<file path="src/rtl/mte_pkg.sv">
// package for the multi-mode text escaper
// holds mode codes, escape run constants and the per-byte escape function
// no dependencies
package mte_pkg;

    typedef enum logic [1:0] {
        MODE_HTML   = 2'd0,
        MODE_INPUT  = 2'd1,
        MODE_TAREA  = 2'd2,
        MODE_SCRIPT = 2'd3
    } t_mode;

    localparam int RUN_MAX = 6;
    localparam int RUN_W   = 8 * RUN_MAX;

    typedef logic [RUN_W-1:0] t_run_text;
    typedef logic [2:0]       t_run_len;

    // escaped run: first byte sits in the top byte lane
    typedef struct packed {
        t_run_text text;
        t_run_len  len;
        logic      trail_next;
    } t_run;

    localparam logic [7:0] CH_SOH   = 8'h01;
    localparam logic [7:0] CH_LF    = 8'h0a;
    localparam logic [7:0] CH_CR    = 8'h0d;
    localparam logic [7:0] CH_SPACE = 8'h20;
    localparam logic [7:0] CH_DQUOT = 8'h22;
    localparam logic [7:0] CH_AMP   = 8'h26;
    localparam logic [7:0] CH_SQUOT = 8'h27;
    localparam logic [7:0] CH_SLASH = 8'h2f;
    localparam logic [7:0] CH_LT    = 8'h3c;
    localparam logic [7:0] CH_GT    = 8'h3e;
    localparam logic [7:0] CH_BSL   = 8'h5c;

    localparam t_run_text RUN_AMP   = {"&#38;", 8'h00};
    localparam t_run_text RUN_SPACE = "&#160;";
    localparam t_run_text RUN_SQUOT = {"&#39;", 8'h00};
    localparam t_run_text RUN_SLASH = {"&#47;", 8'h00};
    localparam t_run_text RUN_LT    = {"&#60;", 8'h00};
    localparam t_run_text RUN_GT    = {"&#62;", 8'h00};
    localparam t_run_text RUN_DQUOT = {"&#34;", 8'h00};
    localparam t_run_text RUN_BSL   = {"&#92;", 8'h00};
    localparam t_run_text RUN_BR    = {"<BR>", 16'h0000};
    localparam t_run_text RUN_S_BSL = {"\\\\", 32'h0};
    localparam t_run_text RUN_S_DQ  = {"\\\"", 32'h0};
    localparam t_run_text RUN_S_SQ  = {"\\'", 32'h0};
    localparam t_run_text RUN_S_LF  = {"\\n", 32'h0};
    localparam t_run_text RUN_S_CR  = {"\\r", 32'h0};
    localparam t_run_text RUN_S_SOH = {"\\x01", 16'h0};

    function automatic t_run escape_run(input logic [7:0] b, input logic start,
                                        input t_mode mode, input logic trail);
        t_run r;
        r.text       = {b, {(RUN_W-8){1'b0}}};
        r.len        = 3'd1;
        r.trail_next = 1'b0;
        if (mode == MODE_SCRIPT) begin
            if (trail && !start) begin
                r.trail_next = 1'b0;
            end else if (b[7]) begin
                r.trail_next = 1'b1;
            end else begin
                case (b)
                    CH_BSL: begin
                        r.text = RUN_S_BSL;
                        r.len  = 3'd2;
                    end
                    CH_DQUOT: begin
                        r.text = RUN_S_DQ;
                        r.len  = 3'd2;
                    end
                    CH_SQUOT: begin
                        r.text = RUN_S_SQ;
                        r.len  = 3'd2;
                    end
                    CH_LF: begin
                        r.text = RUN_S_LF;
                        r.len  = 3'd2;
                    end
                    CH_CR: begin
                        r.text = RUN_S_CR;
                        r.len  = 3'd2;
                    end
                    CH_SOH: begin
                        r.text = RUN_S_SOH;
                        r.len  = 3'd4;
                    end
                    default: begin
                        r.len = 3'd1;
                    end
                endcase
            end
        end else begin
            case (b)
                CH_AMP: begin
                    r.text = RUN_AMP;
                    r.len  = 3'd5;
                end
                CH_SQUOT: begin
                    r.text = RUN_SQUOT;
                    r.len  = 3'd5;
                end
                CH_SLASH: begin
                    r.text = RUN_SLASH;
                    r.len  = 3'd5;
                end
                CH_LT: begin
                    r.text = RUN_LT;
                    r.len  = 3'd5;
                end
                CH_GT: begin
                    r.text = RUN_GT;
                    r.len  = 3'd5;
                end
                CH_DQUOT: begin
                    r.text = RUN_DQUOT;
                    r.len  = 3'd5;
                end
                CH_BSL: begin
                    r.text = RUN_BSL;
                    r.len  = 3'd5;
                end
                CH_SPACE: begin
                    if (mode == MODE_HTML) begin
                        r.text = RUN_SPACE;
                        r.len  = 3'd6;
                    end
                end
                CH_LF, CH_CR: begin
                    if (mode == MODE_HTML) begin
                        r.text = RUN_BR;
                        r.len  = 3'd4;
                    end else if (mode == MODE_INPUT) begin
                        r.len = 3'd0;
                    end
                end
                default: begin
                    r.len = 3'd1;
                end
            endcase
        end
        return r;
    endfunction

endpackage

</file>
<file path="src/rtl/mte_if.sv">
// stream interfaces for the multi-mode text escaper
// input carries text bytes, output carries escaped bytes; no dependencies
interface mte_in_if;
    logic       valid;
    logic       ready;
    logic [7:0] text_byte;
    logic       string_start;

    modport source (output valid, output text_byte, output string_start, input ready);
    modport sink   (input valid, input text_byte, input string_start, output ready);
endinterface

interface mte_out_if;
    logic       valid;
    logic       ready;
    logic [7:0] out_byte;
    logic       run_last;

    modport source (output valid, output out_byte, output run_last, input ready);
    modport sink   (input valid, input out_byte, input run_last, output ready);
endinterface

</file>
<file path="src/rtl/multi_mode_text_escaper.sv">
// multi-mode text escaper top level
// depends on mte_pkg and the mte_in_if / mte_out_if interfaces
//
// Each accepted text byte is looked up combinationally and its escaped run (zero to six
// bytes) is loaded into a run shift register, which feeds an output register one byte
// per cycle while o_out.ready does not stall it. A plain byte stream flows at one
// transaction per cycle under the same condition; an escaped byte holds off further input
// until the single run shift register passes out its last byte. Newline and carriage
// return in form input mode produce no output transaction. The mode register is written
// through i_cfg_we / i_cfg_wdata and must only change while the block is idle.
module multi_mode_text_escaper_core (
    input  logic              i_clk,
    input  logic              i_rst_n,
    input  logic              i_cfg_we,
    input  logic [1:0]        i_cfg_wdata,
    mte_in_if.sink            i_in,
    mte_out_if.source         o_out
);

    mte_pkg::t_mode     r_mode;
    logic               r_trail;
    mte_pkg::t_run_text r_run_text;
    mte_pkg::t_run_len  r_run_left;
    logic               r_out_valid;
    logic [7:0]         r_out_byte;
    logic               r_out_last;

    mte_pkg::t_run      n_run;
    logic               out_load;
    logic               run_move;
    logic               run_pop_last;
    logic               in_acc;

    assign out_load     = !r_out_valid || o_out.ready;
    assign run_move     = (r_run_left != 3'd0) && out_load;
    assign run_pop_last = run_move && (r_run_left == 3'd1);
    assign i_in.ready   = (r_run_left == 3'd0) || run_pop_last;
    assign in_acc       = i_in.valid && i_in.ready;

    always_comb begin
        n_run = mte_pkg::escape_run(i_in.text_byte, i_in.string_start, r_mode, r_trail);
    end

    always_ff @(posedge i_clk) begin
        if (!i_rst_n) begin
            r_mode <= mte_pkg::MODE_HTML;
        end else if (i_cfg_we) begin
            r_mode <= mte_pkg::t_mode'(i_cfg_wdata);
        end
    end

    // run shift register: next byte always in the top lane
    always_ff @(posedge i_clk) begin
        if (!i_rst_n) begin
            r_trail    <= 1'b0;
            r_run_left <= 3'd0;
        end else begin
            if (in_acc) begin
                r_trail    <= n_run.trail_next;
                r_run_left <= n_run.len;
            end else if (run_move) begin
                r_run_left <= r_run_left - 3'd1;
            end
        end
    end

    always_ff @(posedge i_clk) begin
        if (in_acc) begin
            r_run_text <= n_run.text;
        end else if (run_move) begin
            r_run_text <= {r_run_text[mte_pkg::RUN_W-9:0], 8'h00};
        end
    end

    always_ff @(posedge i_clk) begin
        if (!i_rst_n) begin
            r_out_valid <= 1'b0;
        end else if (out_load) begin
            r_out_valid <= run_move;
        end
    end

    always_ff @(posedge i_clk) begin
        if (run_move) begin
            r_out_byte <= r_run_text[mte_pkg::RUN_W-1 -: 8];
            r_out_last <= (r_run_left == 3'd1);
        end
    end

    assign o_out.valid    = r_out_valid;
    assign o_out.out_byte = r_out_byte;
    assign o_out.run_last = r_out_last;

endmodule

</file>
<file path="src/flat_wrapper.sv">
// flat-port wrapper written by rule: the top's interface ports become plain ports
module multi_mode_text_escaper_core_flat 
  (i_clk, i_rst_n, i_cfg_we, i_cfg_wdata, i_in_valid, i_in_text_byte, i_in_string_start, i_in_ready, o_out_valid, o_out_out_byte, o_out_run_last, o_out_ready);
  mte_in_if i_in_i ();
  mte_out_if o_out_i ();
  input  logic i_clk;
  input  logic i_rst_n;
  input  logic i_cfg_we;
  input  logic [1:0] i_cfg_wdata;
  input wire logic [$bits(i_in_i.valid)-1:0] i_in_valid;
  input wire logic [$bits(i_in_i.text_byte)-1:0] i_in_text_byte;
  input wire logic [$bits(i_in_i.string_start)-1:0] i_in_string_start;
  output wire logic [$bits(i_in_i.ready)-1:0] i_in_ready;
  output wire logic [$bits(o_out_i.valid)-1:0] o_out_valid;
  output wire logic [$bits(o_out_i.out_byte)-1:0] o_out_out_byte;
  output wire logic [$bits(o_out_i.run_last)-1:0] o_out_run_last;
  input wire logic [$bits(o_out_i.ready)-1:0] o_out_ready;
  assign i_in_i.valid = i_in_valid;
  assign i_in_i.text_byte = i_in_text_byte;
  assign i_in_i.string_start = i_in_string_start;
  assign i_in_ready = i_in_i.ready;
  assign o_out_valid = o_out_i.valid;
  assign o_out_out_byte = o_out_i.out_byte;
  assign o_out_run_last = o_out_i.run_last;
  assign o_out_i.ready = o_out_ready;
  multi_mode_text_escaper_core u_core (.i_clk(i_clk), .i_rst_n(i_rst_n), .i_cfg_we(i_cfg_we), .i_cfg_wdata(i_cfg_wdata), .i_in(i_in_i), .o_out(o_out_i));
endmodule
</file>
<file path="config.mk">
export PLATFORM = sky130hd
export DESIGN_NAME = multi_mode_text_escaper_core_flat
export DESIGN_NICKNAME = d
export VERILOG_FILES = /design/src/rtl/mte_pkg.sv /design/src/rtl/mte_if.sv /design/src/rtl/multi_mode_text_escaper.sv /design/src/flat_wrapper.sv
export SDC_FILE = /design/constraint.sdc
export NUM_CORES = 1
export LEC_CHECK = 0
export ABC_AREA = 1
export BUFFER_PORTS_ARGS = -buffer_cell sky130_fd_sc_hd__buf_2
export CAP_MARGIN = 20
export CORE_MARGIN = 2
export CORE_UTILIZATION = 40
export DETAILED_ROUTE_END_ITERATION = 16
export GPL_TIMING_DRIVEN = 1
export PLACE_DENSITY = 0.57
export SKIP_CTS_REPAIR_TIMING = 1
export SLEW_MARGIN = 20
export SYNTH_ARGS = -nofsm -noshare
export SYNTH_HDL_FRONTEND = slang
export SYNTH_SLANG_ARGS = --single-unit
export TNS_END_PERCENT = 50
</file>
<file path="constraint.sdc">
create_clock -name i_clk -period 5.35 [get_ports i_clk]
set_clock_uncertainty 0.05 [all_clocks]
set_input_delay 0.8025 -clock i_clk [delete_from_list [all_inputs] [get_ports i_clk]]
set_output_delay 0.8025 -clock i_clk [all_outputs]
set_load 0.01 [all_outputs]
</file>
Word level (Yosys, flattened, before mapping)

Index checks and enable logic that the tools add are counted.

Input port bits: 16
Output and inout port bits: 11
Register bits after elaboration: 64

Add/sub/neg operators: 1
Reduce and logical (&&, ||, !) cells: 15
Muxes and demuxes: 18
Eq/ne operators: 14

Operator list:

| operator            | count |
|---|---|
| $pmux 48 s9         | 1 |
| $pmux 47 s6         | 1 |
| $mux 51             | 4 |
| $mux 48             | 3 |
| $eq 8x6->1 const B  | 7 |
| $eq 8x4->1 const B  | 2 |
| $mux 3              | 3 |
| $pmux 3 s3          | 1 |
| $eq 8x1->1 const B  | 1 |
| $eq 8x7->1 const B  | 1 |
| $reduce_or 7->1     | 1 |
| $pmux 3 s2          | 1 |
| $reduce_or 5->1     | 1 |
| $logic_and 1x1->1   | 4 |
| $mux 1              | 4 |
| $eq 3x1->1 const B  | 1 |
| $logic_not 3->1     | 1 |
| $reduce_bool 3->1   | 1 |
| $sub 3x1->3 const B | 1 |
| $eq 2x1->1 const B  | 1 |
| $eq 2x2->1 const B  | 1 |
| $logic_not 1->1     | 2 |
| $logic_not 2->1     | 1 |
| $logic_or 1x1->1    | 2 |
| 2 further kinds     | 2 |

Logic depth before layout (Yosys ltp)

Gate-level depths: netlist of run 1.

Word-level depth: 7
Depth in mapped cells: 12
Gate-level depth less buffers: 12

Least setup slack after synthesis of run 1

OpenSTA, ideal clock, no wires.

Kind: input to register
From: input i_in_valid
To: register u_core.r_run_left[2]
Arrival time: 3.849 ns
Cell stages on the path: 7
Library setup time: 0.110 ns
Path slack: 1.340 ns
Cells stage by stage: inv_1 -> o21ai_0 -> inv_1 -> a31oi_1 -> nand3_1 -> nand3_1 -> inv_1

Word-level cells in the longest chain between the ends: 2
Elaborated cells between the ends (all ways): 3

Ends and longest elaborated chain:

| what                                               | RTL line                      | source |
|---|---|---|
| start: declaration                                 | flat_wrapper.sv:10            | `input wire logic [$bits(i_in_i.valid)-1:0] i_in_valid;` |
| $logic_and 1x1->1 *                                | multi_mode_text_escaper.sv:38 | `assign in_acc = i_in.valid && i_in.ready;` |
| $mux 3 / $reduce_bool 2->1 (equally long branches) | --                            |  |
| end signal: assignment                             | multi_mode_text_escaper.sv:60 | `r_run_left <= n_run.len;` |
| end signal: assignment                             | multi_mode_text_escaper.sv:62 | `r_run_left <= r_run_left - 3'd1;` |
| end: declaration                                   | multi_mode_text_escaper.sv:23 | `mte_pkg::t_run_len r_run_left;` |

Mark *: on every way between the ends. The rest lies on a longest branch, timed or not.
A chain may end at the register's enable or synchronous reset.

Final worst setup path of run 1

From: register u_core.r_run_left[0]
To: register u_core.r_run_text[28], data pin

Word-level cells in the longest chain between the ends: 6
Elaborated cells between the ends (all ways): 8

Ends and longest elaborated chain:

| what                   | RTL line                      | source |
|---|---|---|
| $reduce_bool 3->1      | multi_mode_text_escaper.sv:35 | `assign run_move = (r_run_left != 3'd0) && out_load;` |
| $logic_and 1x1->1      | multi_mode_text_escaper.sv:35 |  |
| $logic_and 1x1->1      | multi_mode_text_escaper.sv:36 | `assign run_pop_last = run_move && (r_run_left == 3'd1);` |
| $logic_or 1x1->1 *     | multi_mode_text_escaper.sv:37 | `assign i_in.ready = (r_run_left == 3'd0) \|\| run_pop_last;` |
| $logic_and 1x1->1 *    | multi_mode_text_escaper.sv:38 |  |
| $mux 48 *              | multi_mode_text_escaper.sv:68 | `if (in_acc) begin` |
| end signal: assignment | multi_mode_text_escaper.sv:69 | `r_run_text <= n_run.text;` |
| end signal: assignment | multi_mode_text_escaper.sv:71 | `r_run_text <= {r_run_text[mte_pkg::RUN_W-9:0], 8'h00};` |
| end: declaration       | multi_mode_text_escaper.sv:22 | `mte_pkg::t_run_text r_run_text;` |

Marks and branches as above.

==> metrics.txt, run 1 <==
Multi-input gate area=1020 um2; routing usage on met3=3.58%; Top cell by count, worst path=nand2_1; Clk pwr share=15.4%; CP Max Fanout=27; CTS tree=built; total gr overflow=0; Avg WL per Cell=14.2 um; # rows=28; FF-to-FF Start=u_core.r_run_left[0]; Layout area overhead=12.1%; Ys Warns=0; ANT cells=0; Hold Slack=373 ps; #FFs+latches synth=46; register area share after synthesis=52.6%; post-synthesis mux area share=0%; sw frac=35.2%; H-tree levels=2; CTS sink cnt=46; mean post-synth cell area=8.12 um2; max-cap check violation count=0; Worst Slack Setup Final=2840 ps; worst path cell trace=inv_1 -> ha_1 -> nand2_1 -> nand2_1 -> nand2_2 -> inv_1 -> nand4_1 -> a21boi_0 -> nand2_1; syn nets=326; chip height=83.0 um; status=finished, final reports clean; critical path class=reg -> reg; final net count=356; post-DP HPWL=4.46 mm; Cell Count, Final, Fillers Out=413; Via density=4.89; largest net degree at the start of global routing=35; share of cells above drive strength 1=17.8%; Lkg Pwr=1.34 nW; Critical Path Start Type=flip-flop; max frequency=398 MHz; Die ar.=6880 um2; TritonRoute pass-1 iters=4; HP Start=u_core.r_run_text[41]; Final Max Tran Viols=0; Hold Path Sink=u_core.o_out.out_byte[1]; Comb pwr share=33.5%; Setup TNS=0 ps; placed cell count=405; Die X-Extent=83.0 um; critical path required time=5360 ps; CP max-delay cell=nand2_2; final worst-path cycle share=47.0%; Crit path largest cell delay=410 ps; main combinational cell family by area after synthesis=simple AND/OR/NAND/NOR gates; met2 Use GR=29.4%; internal power=890 uW; IO Port Bufs=26; CTS root buf=clkbuf_8; final setup vio count=0; Final ANT Viol Nets=0; CTS Buffer Depth=2; Worst Reg-to-Reg Cells=9; Adder-Cell Fraction of Synth Area=1.51%; Mapped Cells=307; Slew headroom=58.7%; met1 Use GR=22.4%; Max rail drop VDD=0.306 mV; initial DRC count=133; routability congestion estimate=0.897; busiest grt layer=met2; Power Total=1.37 mW; Global Route Usage Sum=17.1%; RSZ-0062 raised after global routing=false; routed via count=2021; I/O pin count=27; WP data arrival=2520 ps; pre-CTS WS=2540 ps; CTS Buf Count=5; Tmin final=2510 ps; reg-to-reg setup timing slack=2840 ps; # DRC=0; Setup crit end kind=flip-flop; core area=5960 um2; register area=1310 um2; Worst-Margin Slew=614 ps; Post-Synth Simple-Gate Area=30.3%; Hold Crit Class=reg -> reg; Worst-Skew Late Latency=300 ps; Starting Density=41.9%; P_sw=483 uW; first-pass GRT wire length=9.36 mm; initial antenna violation count=0; worst path bufs/invs=2; Cell Area, Synth=2490 um2; Final Hold Fails=0; vias in the first global route=1879; count of different cell masters after synthesis=27; Critical R2R Capture=u_core.r_run_text[28]; Clock transition at path regs=90 ps; Post-Route WL=5.86 mm; CP top delay family=simple AND/OR/NAND/NOR gates; Hold Path Stages=0; complex-gate fraction of the synthesized area=8.93%; sequential share of power=51.1%; Post-Synth XOR/XNOR Area=0%; Filler Cell Count=616; Cell Pwr Density=491 nW/um2
-- power groups by stage --
stage                     logic [mW]  registers [mW]  clock network (mW)
after floorplan                0.298           0.729                   0
after global placement         0.466           0.707                   0
after detailed placement       0.469           0.710                   0
after CTS                      0.470           0.702               0.216
after global routing           0.524           0.716               0.230
final                          0.460           0.701               0.211
-- per-stage QoR --
step	utilization, %	area [um2]
finish	47.0	2800
global route	47.0	2800
CTS	47.0	2800
detailed placement	45.5	2710
global placement	45.5	2710
floorplan	-	2490
-- area by class of cell --
type	count	area share, %
Clock buffer	7	2.73
Clock inverter	1	0.268
Inverter	40	5.37
Multi-Input combinational cell	217	36.5
Sequential cell	46	46.9
Tap cell	75	3.36
Timing Repair Buffer	27	4.92
-- logic make-up after synthesis --
logic type	Yosys count
AND/OR/NAND/NOR	174
flip-flops	46
AO/OA/AOI/OAI	40
adder cells (fa/ha/maj)	3
buffers and inverters	44
-- worst max-delay path by stage --
| stage | from | to | slack, ps | depth (start not counted) |
|---|---|---|---|---|
| after floorplan | i_in_valid | u_core.r_run_left[2] | 1340 | 7 |
| after global routing | u_core.r_run_left[0] | u_core.r_run_text[28] | 2580 | 9 |
| after CTS | u_core.r_run_left[0] | u_core.r_run_text[28] | 2820 | 9 |
| after detailed placement | o_out_ready | u_core.r_run_text[28] | 2540 | 10 |
| final | u_core.r_run_left[0] | u_core.r_run_text[28] | 2840 | 9 |
| after global placement | o_out_ready | u_core.r_run_text[29] | 2630 | 10 |
-- placed cells by master, fill, tap and decap left out --
cell	netlist	final
o21ai_1	4	4
o21ai_2	1	2
o211ai_1	1	1
clkinvlp_4	0	1
a31oi_1	3	3
nor2_2	8	8
nand3_1	16	16
clkbuf_1	3	2
nor4_2	1	1
dfxtp_1	7	7
ha_1	3	3
o21ai_0	16	15
clkbuf_8	0	5
nand4_1	4	4
or2_2	1	1
edfxtp_1	39	39
buf_4	0	1
nand2_2	6	6
a21oi_1	11	11
inv_2	6	6
nor2_1	51	51
nand3_2	3	3
buf_2	1	26
nor3_1	4	4
a211oi_1	1	1
a21boi_0	1	1
nand2_1	79	79
nor4_1	1	1
inv_1	34	34
a22o_1	2	2
-- worst reg2reg max path, cell delays in order, from the launching register on --
cell and delay [ps]:
dfxtp_1 390, inv_1 80, ha_1 190, nand2_1 130, nand2_1 90, nand2_2 410, inv_1 360, nand4_1 240
a21boi_0 260, nand2_1 70
-- per-layer routing --
| layer | part of all wire (%) | wire [um] |
|---|---|---|
| met5 | 0 | 0 |
| met4 | 0.32 | 19 |
| met3 | 6.4 | 376 |
| met2 | 49 | 2870 |
| met1 | 44 | 2590 |
-- sequential cells by signal (all words and copies together), names as in the netlist --
register	flops
u_core.o_out.valid	1
u_core.o_out.out_byte	8
u_core.r_run_left	3
u_core.r_trail	1
u_core.o_out.run_last	1
u_core.r_mode	2
u_core.r_run_text	30
-- synthesized netlist by cell type, drive strengths merged --
library cell,n,area (um2)
a21boi,1,7.51
edfxtp,39,1170
nand4,4,25.0
a31oi,3,18.8
nand2,85,334
clkbuf,3,11.3
ha,3,37.5
o211ai,1,7.51
a21oi,11,55.1
or2,1,6.26
inv,40,150
a211oi,1,7.51
o21ai,21,109
dfxtp,7,140
buf,1,5.00
nor2,59,241
nor3,4,20.0
a22o,2,17.5
nor4,2,18.8
nand3,19,110
Power figures use the tool's default switching activity.
==> run 2: changes to the inputs <==
--- a/config.mk
+++ b/config.mk
@@ -5,14 +5,14 @@
 export SDC_FILE = /design/constraint.sdc
 export NUM_CORES = 1
 export LEC_CHECK = 0
-export ABC_AREA = 1
+export ABC_AREA = 0
 export BUFFER_PORTS_ARGS = -buffer_cell sky130_fd_sc_hd__buf_2
 export CAP_MARGIN = 20
 export CORE_MARGIN = 2
 export CORE_UTILIZATION = 40
 export DETAILED_ROUTE_END_ITERATION = 16
 export GPL_TIMING_DRIVEN = 1
-export PLACE_DENSITY = 0.57
+export PLACE_DENSITY = 0.59
 export SKIP_CTS_REPAIR_TIMING = 1
 export SLEW_MARGIN = 20
 export SYNTH_ARGS = -nofsm -noshare
==> constraint.sdc (replaced) <==
create_clock -name i_clk -period 2.1 [get_ports i_clk]
set_clock_uncertainty 0.05 [all_clocks]
set_input_delay 0.315 -clock i_clk [delete_from_list [all_inputs] [get_ports i_clk]]
set_output_delay 0.315 -clock i_clk [all_outputs]
set_load 0.01 [all_outputs]
==> metrics.txt, run 2 <==
status=finished, final reports clean; pre-CTS WS=-153 ps; mean post-synth cell area=10.8 um2; Yosys top cell by area=edfxtp_1; CTS Buffer Depth=2; Die ar.=6990 um2; register area=1310 um2; Clock transition at path regs=80 ps; post-DP HPWL=4.72 mm; chip height=83.6 um; core area=6240 um2; WP data arrival=2090 ps; Largest register FFs=30; #FFs+latches synth=46; Tmin final=1970 ps; Avg WL per Cell=15.7 um; Critical Path Start Type=primary input; max-cap check violation count=0; I/O pin count=27; Hold Path Stages=3; cell with the most instances after synthesis=edfxtp_1; initial DRC count=128; register area share after synthesis=51.7%; Final Max Tran Viols=0; Layout area overhead=27.2%; Lkg Pwr=1.30 nW; critical path required time=2220 ps; Worst Reg-to-Reg Cells=7; Slew headroom=65.7%; H-tree levels=2; vias in the first global route=2082; Post-Route WL=6.04 mm; Starting Density=40.6%; largest register by flop count=u_core.r_run_text; final net count=325; commonest cells in the netlist=edfxtp_1 (39), nand2_1 (29), a21oi_1 (11), nand3_1 (11), nor2_1 (11); final worst-path cycle share=93.8%; Cell Area, Synth=2540 um2; final setup vio count=0; Worst-Skew Late Latency=290 ps; Max rail drop VDD=0.711 mV; total gr overflow=0; Final Hold Fails=0; # rows=29; placed cell count=376; Multi-input gate area=1140 um2; max frequency=507 MHz; share of cells above drive strength 1=33.6%; Mapped Cells=235; Hold Crit Class=in -> reg; Post-synth EDFFs=39; post-synth top area share=46.2%; routed via count=2090; # DRC=0; Ys Warns=0; CTS tree=built; Filler Cell Count=575; count of different cell masters after synthesis=59; Worst Slack Setup Final=129 ps; Setup crit end kind=flip-flop; Worst-Margin Slew=511 ps; share of flip-flops with an asynchronous set or reset=0%; routability congestion estimate=0.844; Cell Count, Final, Fillers Out=384; IO Port Bufs=26; Die X-Extent=83.6 um; Final ANT Viol Nets=0; Cell Pwr Density=1160 nW/um2; initial antenna violation count=0; Hold Slack=236 ps; most common cell after layout, fill and taps aside=buf_4; critical path class=in -> reg; Via density=5.44; Global Route Usage Sum=18.2%; TritonRoute pass-1 iters=4; CTS sink cnt=46; largest net degree at the start of global routing=29; CTS Buf Count=5; top cells by area, synth=edfxtp_1 (46%), dfxtp_1 (5.5%), nand2_1 (4.3%); Power Total=3.75 mW; CP Max Fanout=6; leading cell types in the layout, fill and taps excluded=buf_4 (50), edfxtp_1 (39), nand2_1 (29); first-pass GRT wire length=10.2 mm; syn nets=254; Post-synth top flop=edfxtp_1; CTS root buf=clkbuf_8; RSZ-0062 raised after global routing=false; ANT cells=0
-- run 2: worst paths after layout --
kind                                             from                       end  slack (ps)
worst max-delay path                i_in_text_byte[2]     u_core.r_run_text[43]         130
worst min-delay path                   i_cfg_wdata[1]          u_core.r_mode[1]         240
worst max register to register   u_core.r_run_left[1]     u_core.r_run_text[37]         150
worst min register to register  u_core.r_run_text[46]  u_core.o_out.out_byte[6]         380
-- run 2: routing by layer --
| layer | up-vias | share of wire, % | GRT usage, % |
|---|---|---|---|
| met4 | 0 | 1.4 | 5.13 |
| met5 | - | 0 | 0 |
| met3 | 8 | 5.0 | 2.77 |
| li1 | 1036 | - | - |
| met2 | 72 | 50 | 31.4 |
| met1 | 974 | 44 | 23.9 |
-- run 2: through the flow --
stage / util, % / setup TNS, ps / cell area [um2]
2_1_floorplan: - / -20.7 / 2550
3_3_place_gp: 50.0 / -732 / 3120
3_5_place_dp: 50.0 / -1100 / 3120
4_1_cts: 51.7 / 0 / 3230
5_1_grt: 51.7 / 0 / 3230
6_report: 51.7 / 0 / 3230
-- run 2: cell families after synthesis --
logic type	Yosys count	share of synthesized area, %
compound gates	61	18.1
xor+xnor	2	0.691
fa+ha+maj	3	1.48
buf+inv	21	3.80
flops	46	51.7
mux	2	0.789
simple gates	100	23.5
-- run 2: worst max-delay path, stage by stage --
cell,delay [ps]
buf_2,130
or4b_4,550
a2111oi_4,430
buf_4,190
o21ai_1,80
o2111ai_1,160
o221a_2,240
-- run 2: layout make-up --
type	instances	share of cell area (%)
Sequential cell	46	40.6
Multi-Input combinational cell	168	35.4
Timing Repair Buffer	78	16.9
Tap cell	77	2.99
Clock buffer	7	2.37
Clock inverter	1	0.931
Inverter	7	0.814
-- run 2: power by group --
| part | switching [mW] | internal (mW) | total (mW) | leakage (nW) |
|---|---|---|---|---|
| clock network | 0.290 | 0.356 | 0.646 | 0.0524 |
| registers | 0.133 | 1.61 | 1.74 | 0.467 |
| logic | 0.774 | 0.585 | 1.36 | 0.780 |
| total | 1.20 | 2.55 | 3.75 | 1.30 |
